===== src/hdl/sadf_pkg.sv =====
package sadf_pkg;

  // default sizing
  localparam int DEF_MAX_LIVE     = 16;
  localparam int DEF_MAX_PENDING  = 16;
  localparam int DEF_HEADER_BYTES = 4;

  // fixed field widths
  localparam int ADDR_W  = 32;
  localparam int USED_W  = 25;
  localparam int SIZE_W  = 24;
  localparam int ALIGN_W = 8;
  localparam int ADJ_W   = 9;
  localparam int LIVEO_W = 5;
  localparam int TOTAL_W = 26;

  // configuration port
  localparam int CFG_AW = 3;
  localparam int CFG_DW = 32;
  localparam logic [CFG_AW-1:0] REG_BASE_ADDR = 3'd0;
  localparam logic [CFG_AW-1:0] REG_POOL_ADDR = 3'd4;
  localparam logic [USED_W-1:0] POOL_RESET    = 25'd65536;

  typedef enum logic [1:0] {
    KIND_ALLOC = 2'd0,
    KIND_FREE  = 2'd1,
    KIND_CLEAR = 2'd2
  } kind_t;

  typedef enum logic [1:0] {
    ST_OK        = 2'd0,
    ST_POOL_FULL = 2'd1,
    ST_BOOK_FULL = 2'd2,
    ST_INVALID   = 2'd3
  } status_t;

  typedef enum logic [4:0] {
    S_IDLE,
    S_DECODE,
    S_ALIGN,
    S_COMMIT,
    S_LTEST,
    S_LRD,
    S_LCMP,
    S_POP,
    S_CHK,
    S_CHKDATA,
    S_PTEST,
    S_PRD,
    S_PCMP,
    S_DROPRD,
    S_DROPWR,
    S_PUSH,
    S_DONE
  } state_t;

  // controller to datapath
  typedef struct packed {
    logic    load_in;
    logic    alloc_prep;
    logic    alloc_commit;
    logic    lscan_init;
    logic    live_rd_idx;
    logic    live_rd_top;
    logic    lidx_dec;
    logic    pop;
    logic    tgt_in;
    logic    tgt_live;
    logic    pend_rd_idx;
    logic    pend_rd_last;
    logic    pidx_inc;
    logic    drop_wr;
    logic    push;
    logic    clear;
    logic    set_st;
    status_t st;
    logic    emit;
  } cmd_t;

  // datapath to controller
  typedef struct packed {
    kind_t kind;
    logic  faddr_zero;
    logic  lidx_zero;
    logic  live_hit;
    logic  hit_top;
    logic  lcount_zero;
    logic  pidx_end;
    logic  pend_hit;
    logic  pend_full;
    logic  out_free;
  } stat_t;

endpackage


===== src/hdl/stack_allocator_deferred_free.sv =====
// Stack allocator with deferred frees over a bump-pointer pool. Each input
// beat is one request (tuser: 0 allocate, 1 free, 2 clear) and yields exactly
// one result beat with the aligned block address, a status code (0 ok,
// 1 pool exhausted, 2 bookkeeping full, 3 invalid request), the bytes in use
// and the live block count afterward. An allocate reserves the header room
// below the aligned address. A free walks the live list newest first, and
// pops the block if it is the top one; each deferred block that then
// surfaces is found by a scan of the pending list, dropped from it and popped.
// Freeing an older block scans the pending list and appends it. Both lists
// sit in single-port-read memories with registered outputs, and one
// controller steps through them, so only one request is in flight; the result
// register lets the next request be accepted while the previous result waits.
// The user sets the pool base and size through the apb port (base at 0x0, size
// at 0x4) while the block is idle; the block itself does not enforce this.
module stack_allocator_deferred_free
  import sadf_pkg::*;
#(
  parameter int MAX_LIVE     = DEF_MAX_LIVE,
  parameter int MAX_PENDING  = DEF_MAX_PENDING,
  parameter int HEADER_BYTES = DEF_HEADER_BYTES
)(
  input  logic              clk,
  input  logic              rst_n,
  // request channel
  input  logic              in_tvalid,
  output logic              in_tready,
  input  logic [63:0]       in_tdata,   // request_size[23:0], align_bytes[31:24],
                                        // free_address[63:32]
  input  logic [1:0]        in_tuser,   // kind[1:0]
  // result channel
  output logic              out_tvalid,
  input  logic              out_tready,
  output logic [63:0]       out_tdata,  // block_address[31:0], status[33:32],
                                        // used_after[58:34], live_after[63:59]
  // configuration
  input  logic              cfg_psel,
  input  logic              cfg_penable,
  input  logic              cfg_pwrite,
  input  logic [CFG_AW-1:0] cfg_paddr,
  input  logic [CFG_DW-1:0] cfg_pwdata,
  output logic [CFG_DW-1:0] cfg_prdata,
  output logic              cfg_pready
);

  logic [ADDR_W-1:0] base;
  logic [USED_W-1:0] pool;
  cmd_t              cmd;
  stat_t             stat;

  // pool base and size registers
  sadf_regs u_regs (
    .clk     (clk),
    .rst_n   (rst_n),
    .psel    (cfg_psel),
    .penable (cfg_penable),
    .pwrite  (cfg_pwrite),
    .paddr   (cfg_paddr),
    .pwdata  (cfg_pwdata),
    .prdata  (cfg_prdata),
    .pready  (cfg_pready),
    .base_o  (base),
    .pool_o  (pool)
  );

  // sequencer: decode, list scans, pop cascade, result hand-off
  sadf_ctrl u_ctrl (
    .clk      (clk),
    .rst_n    (rst_n),
    .in_valid (in_tvalid),
    .in_ready (in_tready),
    .stat     (stat),
    .cmd      (cmd)
  );

  // counters, list memories, alignment math and result register
  sadf_dp #(
    .MAX_LIVE     (MAX_LIVE),
    .MAX_PENDING  (MAX_PENDING),
    .HEADER_BYTES (HEADER_BYTES)
  ) u_dp (
    .clk        (clk),
    .rst_n      (rst_n),
    .cmd        (cmd),
    .stat       (stat),
    .in_tdata   (in_tdata),
    .in_tuser   (in_tuser),
    .base       (base),
    .pool       (pool),
    .out_tvalid (out_tvalid),
    .out_tready (out_tready),
    .out_tdata  (out_tdata)
  );

endmodule


===== src/hdl/sadf_regs.sv =====
module sadf_regs
  import sadf_pkg::*;
(
  input  logic              clk,
  input  logic              rst_n,
  input  logic              psel,
  input  logic              penable,
  input  logic              pwrite,
  input  logic [CFG_AW-1:0] paddr,
  input  logic [CFG_DW-1:0] pwdata,
  output logic [CFG_DW-1:0] prdata,
  output logic              pready,
  output logic [ADDR_W-1:0] base_o,
  output logic [USED_W-1:0] pool_o
);

  logic [ADDR_W-1:0] base_r;
  logic [USED_W-1:0] pool_r;
  logic              wr_en;
  logic              sel_pool;

  assign pready   = 1'b1;
  assign wr_en    = psel && penable && pwrite && pready;
  // decode on the word index only
  assign sel_pool = paddr[2] == REG_POOL_ADDR[2];

  always_ff @(posedge clk) begin
    if (!rst_n) begin
      base_r <= '0;
      pool_r <= POOL_RESET;
    end else if (wr_en) begin
      if (sel_pool) begin
        pool_r <= pwdata[USED_W-1:0];
      end else begin
        base_r <= pwdata[ADDR_W-1:0];
      end
    end
  end

  assign prdata = sel_pool ? CFG_DW'(pool_r) : base_r;
  assign base_o = base_r;
  assign pool_o = pool_r;

endmodule


===== src/hdl/sadf_ctrl.sv =====
module sadf_ctrl
  import sadf_pkg::*;
(
  input  logic  clk,
  input  logic  rst_n,
  input  logic  in_valid,
  output logic  in_ready,
  input  stat_t stat,
  output cmd_t  cmd
);

  state_t state_r, state_nxt;
  logic   casc_r, casc_nxt;

  always_ff @(posedge clk) begin
    if (!rst_n) begin
      state_r <= S_IDLE;
      casc_r  <= 1'b0;
    end else begin
      state_r <= state_nxt;
      casc_r  <= casc_nxt;
    end
  end

  // next state
  always_comb begin
    state_nxt = state_r;
    casc_nxt  = casc_r;
    case (state_r)
      S_IDLE:    if (in_valid) state_nxt = S_DECODE;
      S_DECODE: begin
        case (stat.kind)
          KIND_ALLOC: state_nxt = S_ALIGN;
          KIND_FREE:  state_nxt = stat.faddr_zero ? S_DONE : S_LTEST;
          default:    state_nxt = S_DONE;
        endcase
      end
      S_ALIGN:   state_nxt = S_COMMIT;
      S_COMMIT:  state_nxt = S_DONE;
      S_LTEST:   state_nxt = stat.lidx_zero ? S_DONE : S_LRD;
      S_LRD:     state_nxt = S_LCMP;
      S_LCMP: begin
        if (stat.live_hit && stat.hit_top) begin
          state_nxt = S_POP;
        end else if (stat.live_hit) begin
          state_nxt = S_PTEST;
          casc_nxt  = 1'b0;
        end else begin
          state_nxt = S_LTEST;
        end
      end
      S_POP:     state_nxt = S_CHK;
      S_CHK:     state_nxt = stat.lcount_zero ? S_DONE : S_CHKDATA;
      S_CHKDATA: begin
        state_nxt = S_PTEST;
        casc_nxt  = 1'b1;
      end
      S_PTEST: begin
        if (!stat.pidx_end) begin
          state_nxt = S_PRD;
        end else if (casc_r || stat.pend_full) begin
          state_nxt = S_DONE;
        end else begin
          state_nxt = S_PUSH;
        end
      end
      S_PRD:     state_nxt = S_PCMP;
      S_PCMP: begin
        if (!stat.pend_hit) begin
          state_nxt = S_PTEST;
        end else begin
          state_nxt = casc_r ? S_DROPRD : S_DONE;
        end
      end
      S_DROPRD:  state_nxt = S_DROPWR;
      S_DROPWR:  state_nxt = S_POP;
      S_PUSH:    state_nxt = S_DONE;
      S_DONE:    if (stat.out_free) state_nxt = S_IDLE;
      default:   state_nxt = S_IDLE;
    endcase
  end

  // outputs
  always_comb begin
    cmd      = '0;
    cmd.st   = ST_OK;
    in_ready = 1'b0;
    case (state_r)
      S_IDLE: begin
        in_ready    = 1'b1;
        cmd.load_in = in_valid;
      end
      S_DECODE: begin
        case (stat.kind)
          KIND_ALLOC: cmd.alloc_prep = 1'b1;
          KIND_FREE:  cmd.lscan_init = 1'b1;
          KIND_CLEAR: cmd.clear      = 1'b1;
          default: begin
            cmd.set_st = 1'b1;
            cmd.st     = ST_INVALID;
          end
        endcase
      end
      S_ALIGN:   cmd.alloc_prep   = 1'b1;
      S_COMMIT:  cmd.alloc_commit = 1'b1;
      S_LTEST: begin
        if (stat.lidx_zero) begin
          cmd.set_st = 1'b1;
          cmd.st     = ST_INVALID;
        end
      end
      S_LRD:     cmd.live_rd_idx = 1'b1;
      S_LCMP: begin
        if (!stat.live_hit) begin
          cmd.lidx_dec = 1'b1;
        end else if (!stat.hit_top) begin
          cmd.tgt_in = 1'b1;
        end
      end
      S_POP:     cmd.pop = 1'b1;
      S_CHK:     cmd.live_rd_top = !stat.lcount_zero;
      S_CHKDATA: cmd.tgt_live = 1'b1;
      S_PTEST: begin
        if (stat.pidx_end && !casc_r && stat.pend_full) begin
          cmd.set_st = 1'b1;
          cmd.st     = ST_BOOK_FULL;
        end
      end
      S_PRD:     cmd.pend_rd_idx = 1'b1;
      S_PCMP: begin
        if (!stat.pend_hit) begin
          cmd.pidx_inc = 1'b1;
        end else if (!casc_r) begin
          cmd.set_st = 1'b1;
          cmd.st     = ST_INVALID;
        end
      end
      S_DROPRD:  cmd.pend_rd_last = 1'b1;
      S_DROPWR:  cmd.drop_wr = 1'b1;
      S_PUSH:    cmd.push = 1'b1;
      S_DONE:    cmd.emit = stat.out_free;
      default:   cmd = '0;
    endcase
  end

endmodule


===== src/hdl/sadf_dp.sv =====
module sadf_dp
  import sadf_pkg::*;
#(
  parameter int MAX_LIVE     = DEF_MAX_LIVE,
  parameter int MAX_PENDING  = DEF_MAX_PENDING,
  parameter int HEADER_BYTES = DEF_HEADER_BYTES
)(
  input  logic              clk,
  input  logic              rst_n,
  input  cmd_t              cmd,
  output stat_t             stat,
  input  logic [63:0]       in_tdata,
  input  logic [1:0]        in_tuser,
  input  logic [ADDR_W-1:0] base,
  input  logic [USED_W-1:0] pool,
  output logic              out_tvalid,
  input  logic              out_tready,
  output logic [63:0]       out_tdata
);

  localparam int LCW = $clog2(MAX_LIVE + 1);
  localparam int LAW = (MAX_LIVE > 1) ? $clog2(MAX_LIVE) : 1;
  localparam int PCW = $clog2(MAX_PENDING + 1);
  localparam int PAW = (MAX_PENDING > 1) ? $clog2(MAX_PENDING) : 1;
  localparam logic [ALIGN_W-1:0] HB = ALIGN_W'(HEADER_BYTES);

  // captured item
  logic [1:0]         kind_r;
  logic [SIZE_W-1:0]  size_r;
  logic [ALIGN_W-1:0] align_r;
  logic [ADDR_W-1:0]  faddr_r;

  // allocator state
  logic [USED_W-1:0] used_r, used_nxt;
  logic [LCW-1:0]    lcount_r, lcount_nxt;
  logic [PCW-1:0]    pcount_r, pcount_nxt;

  // scan working registers
  logic [LCW-1:0]    lidx_r;
  logic [PCW-1:0]    pidx_r;
  logic [ADDR_W-1:0] tgt_r;
  logic [ADDR_W-1:0] top_r;
  logic [ADJ_W-1:0]  adj_r;

  // result
  status_t           res_st_r;
  logic [ADDR_W-1:0] res_addr_r;
  logic              out_valid_r;
  logic [63:0]       out_data_r;

  // memories
  logic [ADDR_W-1:0] live_addr_mem  [MAX_LIVE];
  logic [USED_W-1:0] live_start_mem [MAX_LIVE];
  logic [ADDR_W-1:0] pend_mem       [MAX_PENDING];
  logic [ADDR_W-1:0] live_addr_q;
  logic [USED_W-1:0] live_start_q;
  logic [ADDR_W-1:0] pend_q;

  // alignment
  logic [ADDR_W-1:0]  top_c;
  logic [ALIGN_W-1:0] mask_c, adj0_c, need_c;
  logic [ADJ_W-1:0]   adj_c;

  always_comb begin
    top_c  = base + ADDR_W'(used_r);
    mask_c = align_r - 8'd1;
    adj0_c = (align_r - (top_c[ALIGN_W-1:0] & mask_c)) & mask_c;
    need_c = HB - adj0_c;
    adj_c  = ADJ_W'(adj0_c);
    if (adj0_c < HB) begin
      adj_c = ADJ_W'(adj0_c) + ADJ_W'((need_c + mask_c) & ~mask_c);
    end
  end

  // allocate checks
  logic [TOTAL_W-1:0] total_c;
  logic [ADDR_W-1:0]  new_addr_c;
  logic               bad_req_c;
  status_t            alloc_st_c;
  logic               alloc_ok_c;

  always_comb begin
    total_c    = TOTAL_W'(used_r) + TOTAL_W'(size_r) + TOTAL_W'(adj_r);
    new_addr_c = top_r + ADDR_W'(adj_r);
    bad_req_c  = (size_r == '0) || (align_r == '0) ||
                 ((align_r & (align_r - 8'd1)) != '0);
    if (bad_req_c) begin
      alloc_st_c = ST_INVALID;
    end else if (lcount_r >= LCW'(MAX_LIVE)) begin
      alloc_st_c = ST_BOOK_FULL;
    end else if (total_c > TOTAL_W'(pool)) begin
      alloc_st_c = ST_POOL_FULL;
    end else begin
      alloc_st_c = ST_OK;
    end
    alloc_ok_c = cmd.alloc_commit && (alloc_st_c == ST_OK);
  end

  // counters
  always_comb begin
    used_nxt   = used_r;
    lcount_nxt = lcount_r;
    pcount_nxt = pcount_r;
    if (cmd.clear) begin
      used_nxt   = '0;
      lcount_nxt = '0;
      pcount_nxt = '0;
    end
    if (alloc_ok_c) begin
      used_nxt   = total_c[USED_W-1:0];
      lcount_nxt = lcount_r + 1'b1;
    end
    if (cmd.pop) begin
      used_nxt   = live_start_q;
      lcount_nxt = lcount_r - 1'b1;
    end
    if (cmd.push) pcount_nxt = pcount_r + 1'b1;
    if (cmd.drop_wr) pcount_nxt = pcount_r - 1'b1;
  end

  always_ff @(posedge clk) begin
    if (!rst_n) begin
      used_r      <= '0;
      lcount_r    <= '0;
      pcount_r    <= '0;
      out_valid_r <= 1'b0;
    end else begin
      used_r   <= used_nxt;
      lcount_r <= lcount_nxt;
      pcount_r <= pcount_nxt;
      if (cmd.emit) begin
        out_valid_r <= 1'b1;
      end else if (out_tready) begin
        out_valid_r <= 1'b0;
      end
    end
  end

  always_ff @(posedge clk) begin
    if (cmd.load_in) begin
      kind_r     <= in_tuser;
      size_r     <= in_tdata[23:0];
      align_r    <= in_tdata[31:24];
      faddr_r    <= in_tdata[63:32];
      res_st_r   <= ST_OK;
      res_addr_r <= '0;
    end
    if (cmd.set_st) res_st_r <= cmd.st;
    if (cmd.alloc_commit) begin
      res_st_r   <= alloc_st_c;
      res_addr_r <= (alloc_st_c == ST_OK) ? new_addr_c : '0;
    end
    if (cmd.alloc_prep) begin
      top_r <= top_c;
      adj_r <= adj_c;
    end
    if (cmd.lscan_init) lidx_r <= lcount_r;
    if (cmd.lidx_dec) lidx_r <= lidx_r - 1'b1;
    if (cmd.tgt_in) begin
      tgt_r  <= faddr_r;
      pidx_r <= '0;
    end
    if (cmd.tgt_live) begin
      tgt_r  <= live_addr_q;
      pidx_r <= '0;
    end
    if (cmd.pidx_inc) pidx_r <= pidx_r + 1'b1;
    if (cmd.emit) begin
      out_data_r <= {LIVEO_W'(lcount_r), used_r, res_st_r, res_addr_r};
    end
  end

  // live list: one write port, one registered read port
  logic [LCW-1:0] lidx_m1;
  logic [LCW-1:0] lcount_m1;
  logic [LAW-1:0] live_raddr;

  assign lidx_m1    = lidx_r - 1'b1;
  assign lcount_m1  = lcount_r - 1'b1;
  assign live_raddr = cmd.live_rd_top ? lcount_m1[LAW-1:0] : lidx_m1[LAW-1:0];

  always_ff @(posedge clk) begin
    if (alloc_ok_c) begin
      live_addr_mem[lcount_r[LAW-1:0]]  <= new_addr_c;
      live_start_mem[lcount_r[LAW-1:0]] <= used_r;
    end
    if (cmd.live_rd_idx || cmd.live_rd_top) begin
      live_addr_q  <= live_addr_mem[live_raddr];
      live_start_q <= live_start_mem[live_raddr];
    end
  end

  // pending list: push at the end, drop moves the last entry into the hole
  logic [PCW-1:0]    pcount_m1;
  logic [PAW-1:0]    pend_raddr;
  logic [PAW-1:0]    pend_waddr;
  logic [ADDR_W-1:0] pend_wdata;

  assign pcount_m1  = pcount_r - 1'b1;
  assign pend_raddr = cmd.pend_rd_last ? pcount_m1[PAW-1:0] : pidx_r[PAW-1:0];
  assign pend_waddr = cmd.push ? pcount_r[PAW-1:0] : pidx_r[PAW-1:0];
  assign pend_wdata = cmd.push ? faddr_r : pend_q;

  always_ff @(posedge clk) begin
    if (cmd.push || cmd.drop_wr) begin
      pend_mem[pend_waddr] <= pend_wdata;
    end
    if (cmd.pend_rd_idx || cmd.pend_rd_last) begin
      pend_q <= pend_mem[pend_raddr];
    end
  end

  // status back to the controller
  always_comb begin
    stat.kind        = kind_t'(kind_r);
    stat.faddr_zero  = faddr_r == '0;
    stat.lidx_zero   = lidx_r == '0;
    stat.live_hit    = live_addr_q == faddr_r;
    stat.hit_top     = lidx_r == lcount_r;
    stat.lcount_zero = lcount_r == '0;
    stat.pidx_end    = pidx_r == pcount_r;
    stat.pend_hit    = pend_q == tgt_r;
    stat.pend_full   = pcount_r >= PCW'(MAX_PENDING);
    stat.out_free    = !out_valid_r || out_tready;
  end

  assign out_tvalid = out_valid_r;
  assign out_tdata  = out_data_r;

endmodule


===== config.mk =====
export PLATFORM = sky130hd
export DESIGN_NAME = stack_allocator_deferred_free
export DESIGN_NICKNAME = d
export VERILOG_FILES = /design/src/hdl/sadf_pkg.sv /design/src/hdl/stack_allocator_deferred_free.sv /design/src/hdl/sadf_regs.sv /design/src/hdl/sadf_ctrl.sv /design/src/hdl/sadf_dp.sv
export SDC_FILE = /design/constraint.sdc
export NUM_CORES = 2
export LEC_CHECK = 0
export BUFFER_PORTS_ARGS = -buffer_cell sky130_fd_sc_hd__buf_4
export CORE_MARGIN = 3
export CORE_UTILIZATION = 56
export CTS_CLUSTER_SIZE = 14
export DETAILED_ROUTE_END_ITERATION = 10
export PLACE_DENSITY_LB_ADDON = 0.12
export SETUP_SLACK_MARGIN = 0.05
export SYNTH_ARGS = -nofsm -noshare
export SYNTH_HDL_FRONTEND = slang
export SYNTH_SLANG_ARGS = --single-unit

===== constraint.sdc =====
create_clock -name clk -period 9.8 [get_ports clk]
set_input_delay 1.47 -clock clk [delete_from_list [all_inputs] [get_ports clk]]
set_output_delay 1.47 -clock clk [all_outputs]
set_load 0.05 [all_outputs]

======== Word-level counts from Yosys, hierarchy flattened ========
Memory sizes are Yosys's and may differ from the RTL's. A register that Yosys moved wholly into a read port is not among the register bits.
Index checks and enable logic that the tools add are counted.
W data, S select, Z words.
cells by class
  multiplexer cells ....................... 83
  bitwise operators ....................... 6
  reductions and logical operators ........ 40
  equal/unequal tests ..................... 26
  $add $sub $neg .......................... 15
  $lt $le $gt $ge ......................... 4
operators with widths
  cell                   count
  $mux W32               7
  $mux W5                20
  $pmux W5 S16           1
  $mux W25               3
  $eq A32 B32 Y1         2
  $eq A5 B4 Y1 const B   8
  $mux W1                33
  $add A32 B25 Y32       1
  $add A32 B9 Y32        1
  $logic_not A32 Y1      1
  $add A25 B24 Y26       1
  $add A26 B9 Y26        1
  $gt A26 B25 Y1         1
  $and A8 B8 Y8          3
  $logic_not A24 Y1      1
  $eq A5 B3 Y1 const B   4
  $mux W4                4
  $add A5 B1 Y5 const B  3
  $logic_not A5 Y1       3
  $mux W3                5
  $sub A5 B1 Y5 const B  3
  $pmux W3 S4            1
  $reduce_bool A3 Y1     4
  $eq A5 B2 Y1 const B   2
  other kinds (32)       61
storage, ports and cells
  input bits .............................. 108
  memory bits (writable) .................. 1424
  flip-flop bits (word level) ............. 346
  memories kept ........................... 3
  logic and storage cells ................. 198
memories
  memory               depth  bits a word  read ports  clocked after memory_dff  wr ports  RTL line       source
  u_dp.live_addr_mem   16     32           1           1                         1         sadf_dp.sv:52  logic [ADDR_W-1:0] live_addr_mem [MAX_LIVE];
  u_dp.pend_mem        16     32           1           1                         1         sadf_dp.sv:54  logic [ADDR_W-1:0] pend_mem [MAX_PENDING];
  u_dp.live_start_mem  16     25           1           1                         1         sadf_dp.sv:53  logic [USED_W-1:0] live_start_mem [MAX_LIVE];

======== Longest topological paths before layout ========
  word-level depth ........................ 10
  depth in mapped cells ................... 23
  depth with buffers taken out ............ 21

======== Cells and area by module ========
A second synthesis with hierarchy kept.
unflattened totals
  cell total of the unflattened synthesis .. 4850
  area total of the unflattened synthesis .. 77954.8 um^2
modules (own cells, without submodules)
  module     times used  cells an instance  area each (um^2)  seq. area each (um^2)
  sadf_dp    1           4483               74670.4           53571.4
  sadf_regs  1           260                2546.2            1141.1
  sadf_ctrl  1           107                738.2             120.1

======== Least setup slack after synthesis ========
OpenSTA, ideal clock, no wires.
  path type ............................... register -> register
  from .................................... register u_dp.used_r[1]
  to ...................................... memory u_dp.live_addr_mem[3][0] (enable)
  stages on the path, launching flop included .. 23
  buffers on the path ..................... 1
  library setup time ...................... 542 ps
  path slack .............................. 491 ps
  period minus slack after synthesis ...... 9309 ps
  data arrival time ....................... 8767 ps
  path through ............................ dfxtp_1 -> fa_1 -> ha_1 -> inv_1 -> fa_1 -> nand2b_1 -> a21oi_1 -> o21ai_1 -> o21ba_2 -> o21ai_0 -> a311oi_1 -> nor3_1 -> ha_1 -> a21oi_1 -> a2bb2oi_1 -> a21oi_1 -> or3_1 -> nor2_1 -> nor3_1 -> nor4_2 -> clkbuf_1 -> nand2_1 -> nor3_1
on the way
  cells in the longest elaborated chain, start to end .. 10
ends and longest elaborated chain
  what                           RTL line        source
  from (decl)                    sadf_dp.sv:34   logic [USED_W-1:0] used_r, used_nxt;
  from (signal assigned)         sadf_dp.sv:128  used_r <= used_nxt;
  $add A25 B24 Y26               sadf_dp.sv:83   total_c = TOTAL_W'(used_r) + TOTAL_W'(size_r) + TOTAL_W'(adj_r);
  $add A26 B9 Y26                sadf_dp.sv:83
  $gt A26 B25 Y1                 sadf_dp.sv:91   end else if (total_c > TOTAL_W'(pool)) begin
  $mux W1                        sadf_dp.sv:91
  $mux W2                        sadf_dp.sv:89   end else if (lcount_r >= LCW'(MAX_LIVE)) begin
  $mux W2                        sadf_dp.sv:87   if (bad_req_c) begin
  $logic_not A2 Y1               sadf_dp.sv:96   alloc_ok_c = cmd.alloc_commit && (alloc_st_c == ST_OK);
  $logic_and A1 B1 Y1            sadf_dp.sv:96
  $mux W1                        sadf_dp.sv:183  if (alloc_ok_c) begin
  $mux W1 (implied by the code)  sadf_dp.sv:184  live_addr_mem[lcount_r[LAW-1:0]] <= new_addr_c;
  to (decl)                      sadf_dp.sv:52
No other way between the ends.

======== Final worst setup path ========
  from .................................... register u_dp.used_r[3]
  to ...................................... memory u_dp.live_start_mem[6][18] (enable)
on the way
  cells in the longest elaborated chain, start to end .. 10
ends and longest elaborated chain
  what                           RTL line        source
  $add A25 B24 Y26               sadf_dp.sv:83
  $add A26 B9 Y26                sadf_dp.sv:83
  $gt A26 B25 Y1                 sadf_dp.sv:91
  $mux W1                        sadf_dp.sv:91
  $mux W2                        sadf_dp.sv:89
  $mux W2                        sadf_dp.sv:87
  $logic_not A2 Y1               sadf_dp.sv:96
  $logic_and A1 B1 Y1            sadf_dp.sv:96
  $mux W1                        sadf_dp.sv:183
  $mux W1 (implied by the code)  sadf_dp.sv:185  live_start_mem[lcount_r[LAW-1:0]] <= used_r;
  to (decl)                      sadf_dp.sv:53
No other way between the ends.

==> impl_results.html <==
<table>
<tr><th>Metric</th><th>Value</th></tr>
<tr><th colspan="2">Logic synthesis</th></tr>
<tr><td>EDFF count, synth</td><td>1760</td></tr>
<tr><td>Flip-flop and latch count after synthesis</td><td>1859</td></tr>
<tr><td>Complex-gate fraction of the synthesized area</td><td>0.119</td></tr>
<tr><td>Share of cell area taken by muxes after synthesis</td><td>0.00967</td></tr>
<tr><td>Avg Inst Size Synth</td><td>13.4 um2</td></tr>
<tr><td>Synthesized instance count</td><td>5875</td></tr>
<tr><td>Area fraction in and, or, nand and nor cells after synthesis</td><td>0.107</td></tr>
<tr><td>Share of the synthesized area in the top cell type</td><td>0.673</td></tr>
<tr><td>Biggest area contributors in the synthesized netlist</td><td>sky130_fd_sc_hd__edfxtp_1, sky130_fd_sc_hd__nand2_1, sky130_fd_sc_hd__a211oi_1</td></tr>
<tr><td>Yosys synthesis warning count</td><td>0</td></tr>
<tr><td>Synth unique cells</td><td>74</td></tr>
<tr><td>Post-synthesis cell type with the largest combined area</td><td>sky130_fd_sc_hd__edfxtp_1</td></tr>
<tr><td>Part of the Yosys area used for sequential elements</td><td>0.698</td></tr>
<tr><td>Syn Nets</td><td>6125</td></tr>
<tr><td>Post-Synth XOR/XNOR Area</td><td>0.0202</td></tr>
<tr><td>Dominant combinational cell family by area after synthesis</td><td>compound AO/OA/AOI/OAI gates</td></tr>
<tr><td>Post-Synth Adder-Cell Area</td><td>0.0240</td></tr>
<tr><td>Cell area after synthesis</td><td>78500 um2</td></tr>
<tr><td>Share of flip-flops with an asynchronous set or reset</td><td>0</td></tr>
<tr><td>Dominant register cell in the synthesized netlist</td><td>sky130_fd_sc_hd__edfxtp_1</td></tr>
<tr><th colspan="2">Layout</th></tr>
<tr><td>ANT cells</td><td>0</td></tr>
<tr><td>Number of nets in the finished design</td><td>6262</td></tr>
<tr><td>Most common cell after layout, fill and taps aside</td><td>sky130_fd_sc_hd__edfxtp_1</td></tr>
<tr><td>Commonest cells after routing, fill and taps aside</td><td>sky130_fd_sc_hd__edfxtp_1, sky130_fd_sc_hd__nand2_1, sky130_fd_sc_hd__a211oi_1</td></tr>
<tr><td>Area overhead of the layout relative to synthesis</td><td>12.6%</td></tr>
<tr><td>Fillcell total</td><td>10203</td></tr>
<tr><td>Ratio of cells with drive above 1 in the final layout</td><td>0.115</td></tr>
<tr><td>Utilization after layout</td><td>0.639</td></tr>
<tr><th colspan="2">Flow run</th></tr>
<tr><td>Max capacitance violation total</td><td>0</td></tr>
<tr><th colspan="2">Setup path</th></tr>
<tr><td>Nature of the critical path startpoint</td><td>flip-flop</td></tr>
<tr><td>Critical path fanouts, max</td><td>50</td></tr>
<tr><td>Worst-path cell with the longest stage delay</td><td>sky130_fd_sc_hd__dfxtp_1</td></tr>
<tr><td>Critical path capture point type</td><td>flip-flop</td></tr>
<tr><td>Data arrival time of the worst path</td><td>8.00 ns</td></tr>
<tr><td>Classification of the worst setup path</td><td>reg -&gt; reg</td></tr>
<tr><td>CP Cell Sequence</td><td>fa_1 -&gt; ha_1 -&gt; o21ai_0 -&gt; o21ai_0 -&gt; a21boi_0 -&gt; o211ai_1 -&gt; a21oi_1 -&gt; a31oi_1 -&gt; xor2_1 -&gt; ha_1 -&gt; nand3_1 -&gt; a2bb2oi_1 -&gt; a21oi_1 -&gt; or3_1 -&gt; nor2_1 -&gt; nor3_1 -&gt; nor4_4 -&gt; buf_6 -&gt; nand2_1 -&gt; nor2_4 -&gt; buf_4</td></tr>
<tr><td>Delay of the slowest cell on the worst path</td><td>0.94 ns</td></tr>
<tr><td>Data required time of the critical path</td><td>10.22 ns</td></tr>
<tr><th colspan="2">Timing</th></tr>
<tr><td>Final clock skew</td><td>0.0327 ns</td></tr>
<tr><td>FMAX</td><td>132 MHz</td></tr>
<tr><td>Post-Route Setup TNS</td><td>0 ns</td></tr>
<tr><td>Slew at the pin closest to its max-slew limit</td><td>1.19 ns</td></tr>
<tr><td>Final critical-path setup slack</td><td>2.22 ns</td></tr>
<tr><td>Setup Viol. Count Final</td><td>0</td></tr>
<tr><td>Final Cycle Share</td><td>0.774</td></tr>
<tr><td>Final Max Tran Viols</td><td>0</td></tr>
<tr><td>RSZ-0062 raised after global routing</td><td>false</td></tr>
<tr><td>Remaining max-slew budget at the tightest pin</td><td>0.201</td></tr>
<tr><td>Fin. Hold Viols</td><td>0</td></tr>
<tr><td>Clock period minus final worst setup slack</td><td>7.58 ns</td></tr>
<tr><th colspan="2">GRT</th></tr>
<tr><td>Vias in the first global route</td><td>48122</td></tr>
<tr><td>Largest net degree at the start of global routing</td><td>200</td></tr>
<tr><td>Gr usage total</td><td>0.283</td></tr>
<tr><td>GRT overflow</td><td>0</td></tr>
<tr><td>First-pass GRT wire length</td><td>309 mm</td></tr>
<tr><td>Antenna violations before repair</td><td>3</td></tr>
<tr><th colspan="2">Die</th></tr>
<tr><td>Die ar.</td><td>145000 um2</td></tr>
<tr><td>Number of rows created at floorplan</td><td>136</td></tr>
<tr><td>Width of the chip</td><td>380 um</td></tr>
<tr><td>Floorplan Core Area</td><td>138000 um2</td></tr>
<tr><td>Overall die height</td><td>380 um</td></tr>
<tr><td>IO Count</td><td>207</td></tr>
<tr><td>Starting utilization of the core area</td><td>0.568</td></tr>
<tr><th colspan="2">Drt</th></tr>
<tr><td>Remaining DRCs</td><td>0</td></tr>
<tr><td>Detail-routed via count per cell</td><td>6.16</td></tr>
<tr><td>Wirelength per Cell</td><td>26.0 um</td></tr>
<tr><td>Number of routed nets with antenna violations</td><td>0</td></tr>
<tr><td>Initial DRT Pass Iterations</td><td>6</td></tr>
<tr><td>Count of routing violations after the opening detailed-route iteration</td><td>5290</td></tr>
<tr><td>Vias after detailed routing</td><td>49470</td></tr>
<tr><td>Final routed wirelength across all metal layers</td><td>208 mm</td></tr>
<tr><th colspan="2">Place</th></tr>
<tr><td>Number of I/O port buffers</td><td>203</td></tr>
<tr><td>Placed wire-length estimate after detailed placement</td><td>125 mm</td></tr>
<tr><td>Final estimated routing congestion in global placement</td><td>0.919</td></tr>
<tr><td>Setup Slack @ Placement</td><td>1.70 ns</td></tr>
<tr><th colspan="2">Clock network</th></tr>
<tr><td>Clock latency on the worst-skew pair</td><td>0.81 ns</td></tr>
<tr><td>CTS Buf Count</td><td>187</td></tr>
<tr><td>Number of sinks handled by clock tree synthesis</td><td>1859</td></tr>
<tr><td>Clock edge transition at the registers on the reported setup and hold paths</td><td>0.06 ns</td></tr>
<tr><td>H-tree depth</td><td>4</td></tr>
<tr><td>Worst-case clock buffer depth</td><td>3</td></tr>
<tr><td>Number of resized instances in the post-cts repair step</td><td>0</td></tr>
<tr><td>Root buffer cell</td><td>sky130_fd_sc_hd__clkbuf_16</td></tr>
<tr><td>CTS tree</td><td>built</td></tr>
<tr><td>Number of hold-repair buffers added at the cts stage</td><td>0</td></tr>
<tr><td># Post-CTS Setup Buffers</td><td>0</td></tr>
<tr><th colspan="2">Worst hold path</th></tr>
<tr><td>Path type of the worst min-delay path</td><td>reg -&gt; reg</td></tr>
<tr><th colspan="2">Power</th></tr>
<tr><td>Lkg Pwr</td><td>29.4 nW</td></tr>
<tr><td>Ratio of total power to cell area</td><td>196 nW/um2</td></tr>
<tr><td>VDD IR-drop max</td><td>0.000163 V</td></tr>
<tr><th colspan="2">Status</th></tr>
<tr><td>Status</td><td>completed</td></tr>
</table>
-- state kept, by name (all words and copies together), names as in the netlist, 32 cells and up --
signal	flops
u_dp.live_addr_mem	512
u_dp.pend_mem	512
u_dp.live_start_mem	400
u_dp.out_tdata	64
u_dp.faddr_r	32
u_dp.live_addr_q	32
u_dp.pend_q	32
u_dp.res_addr_r	32
u_dp.tgt_r	32
u_dp.top_r	32
u_regs.base_o	32
-- logic make-up after synthesis --
family / after synthesis
DFF: 1859
and+or+nand+nor: 1801
AOI/OAI and AO/OA: 1375
buffers and inverters: 447
xor gates and xnor gates: 181
adders and majority gates: 142
muxes: 68
other: 2
-- path summary, 6_finish.rpt --
check	start	end	slack, ns	cells after the start
worst max-delay path	u_dp.used_r[3]	u_dp.live_start_mem[6][18]	2.22	21
worst min-delay path	u_dp.res_addr_r[10]	u_dp.out_tdata[10]	0.42	0
worst max register to register	u_dp.used_r[3]	u_dp.live_start_mem[6][18]	2.22	21
worst min register to register	u_dp.res_addr_r[10]	u_dp.out_tdata[10]	0.42	0
-- layout make-up --
cell class              count  area [um2]  share of cell area
flip-flops and latches   1859       54800               0.620
multi-input cells        3569       22500               0.254
clock buffers             240        5050              0.0572
repair buffers            320        2630              0.0298
well taps                1863        2330              0.0264
clock inverters            99         811             0.00917
inverters                  75         283             0.00320
-- metrics by stage --
stage                     power (mW)  hold WS, ns  cell area (um2)  std cells
after floorplan                 10.0        0.400            78500       5875
after global placement          10.6        0.405            82500       7685
after detailed placement        10.6        0.405            82500       7685
after CTS                       17.4        0.419            88400       8024
after global routing            17.9        0.421            88400       8025
final                           17.3        0.416            88400       8025
-- Yosys cell counts, types with 121 or more instances --
master,count
sky130_fd_sc_hd__clkbuf_1,343
sky130_fd_sc_hd__nand2_1,1005
sky130_fd_sc_hd__ha_1,128
sky130_fd_sc_hd__edfxtp_1,1760
sky130_fd_sc_hd__a211oi_1,460
sky130_fd_sc_hd__nor2_1,127
sky130_fd_sc_hd__a311oi_1,181
sky130_fd_sc_hd__and2_1,239
sky130_fd_sc_hd__a31oi_1,200
sky130_fd_sc_hd__a21oi_1,342
sky130_fd_sc_hd__and2_0,152
sky130_fd_sc_hd__xnor2_1,121
-- power by group --
| group | total [mW] | internal [mW] | switching [mW] |
|---|---|---|---|
| combinational | 1.51 | 0.487 | 1.02 |
| clock | 6.86 | 3.88 | 2.99 |
| sequential | 8.97 | 8.85 | 0.120 |
-- routing by layer --
layer  GRT usage  vias up  wire (um)
met2       0.478     1803     103000
met1       0.378    24753      85600
met4       0.101        0       7240
met3      0.0395      377      12600
met5           0        -          0
li1            -    22537          -
-- worst max-delay path: cells and delay by family (launching register included) --
kind	cells	cell delay, ns
AOI/OAI and AO/OA	8	1.80
xor gates and xnor gates	1	0.27
adders and majority gates	3	1.22
buffers and inverters	2	0.97
DFF	1	0.94
and+or+nand+nor	7	1.90
Note: power is estimated with default switching activity, not from simulation.
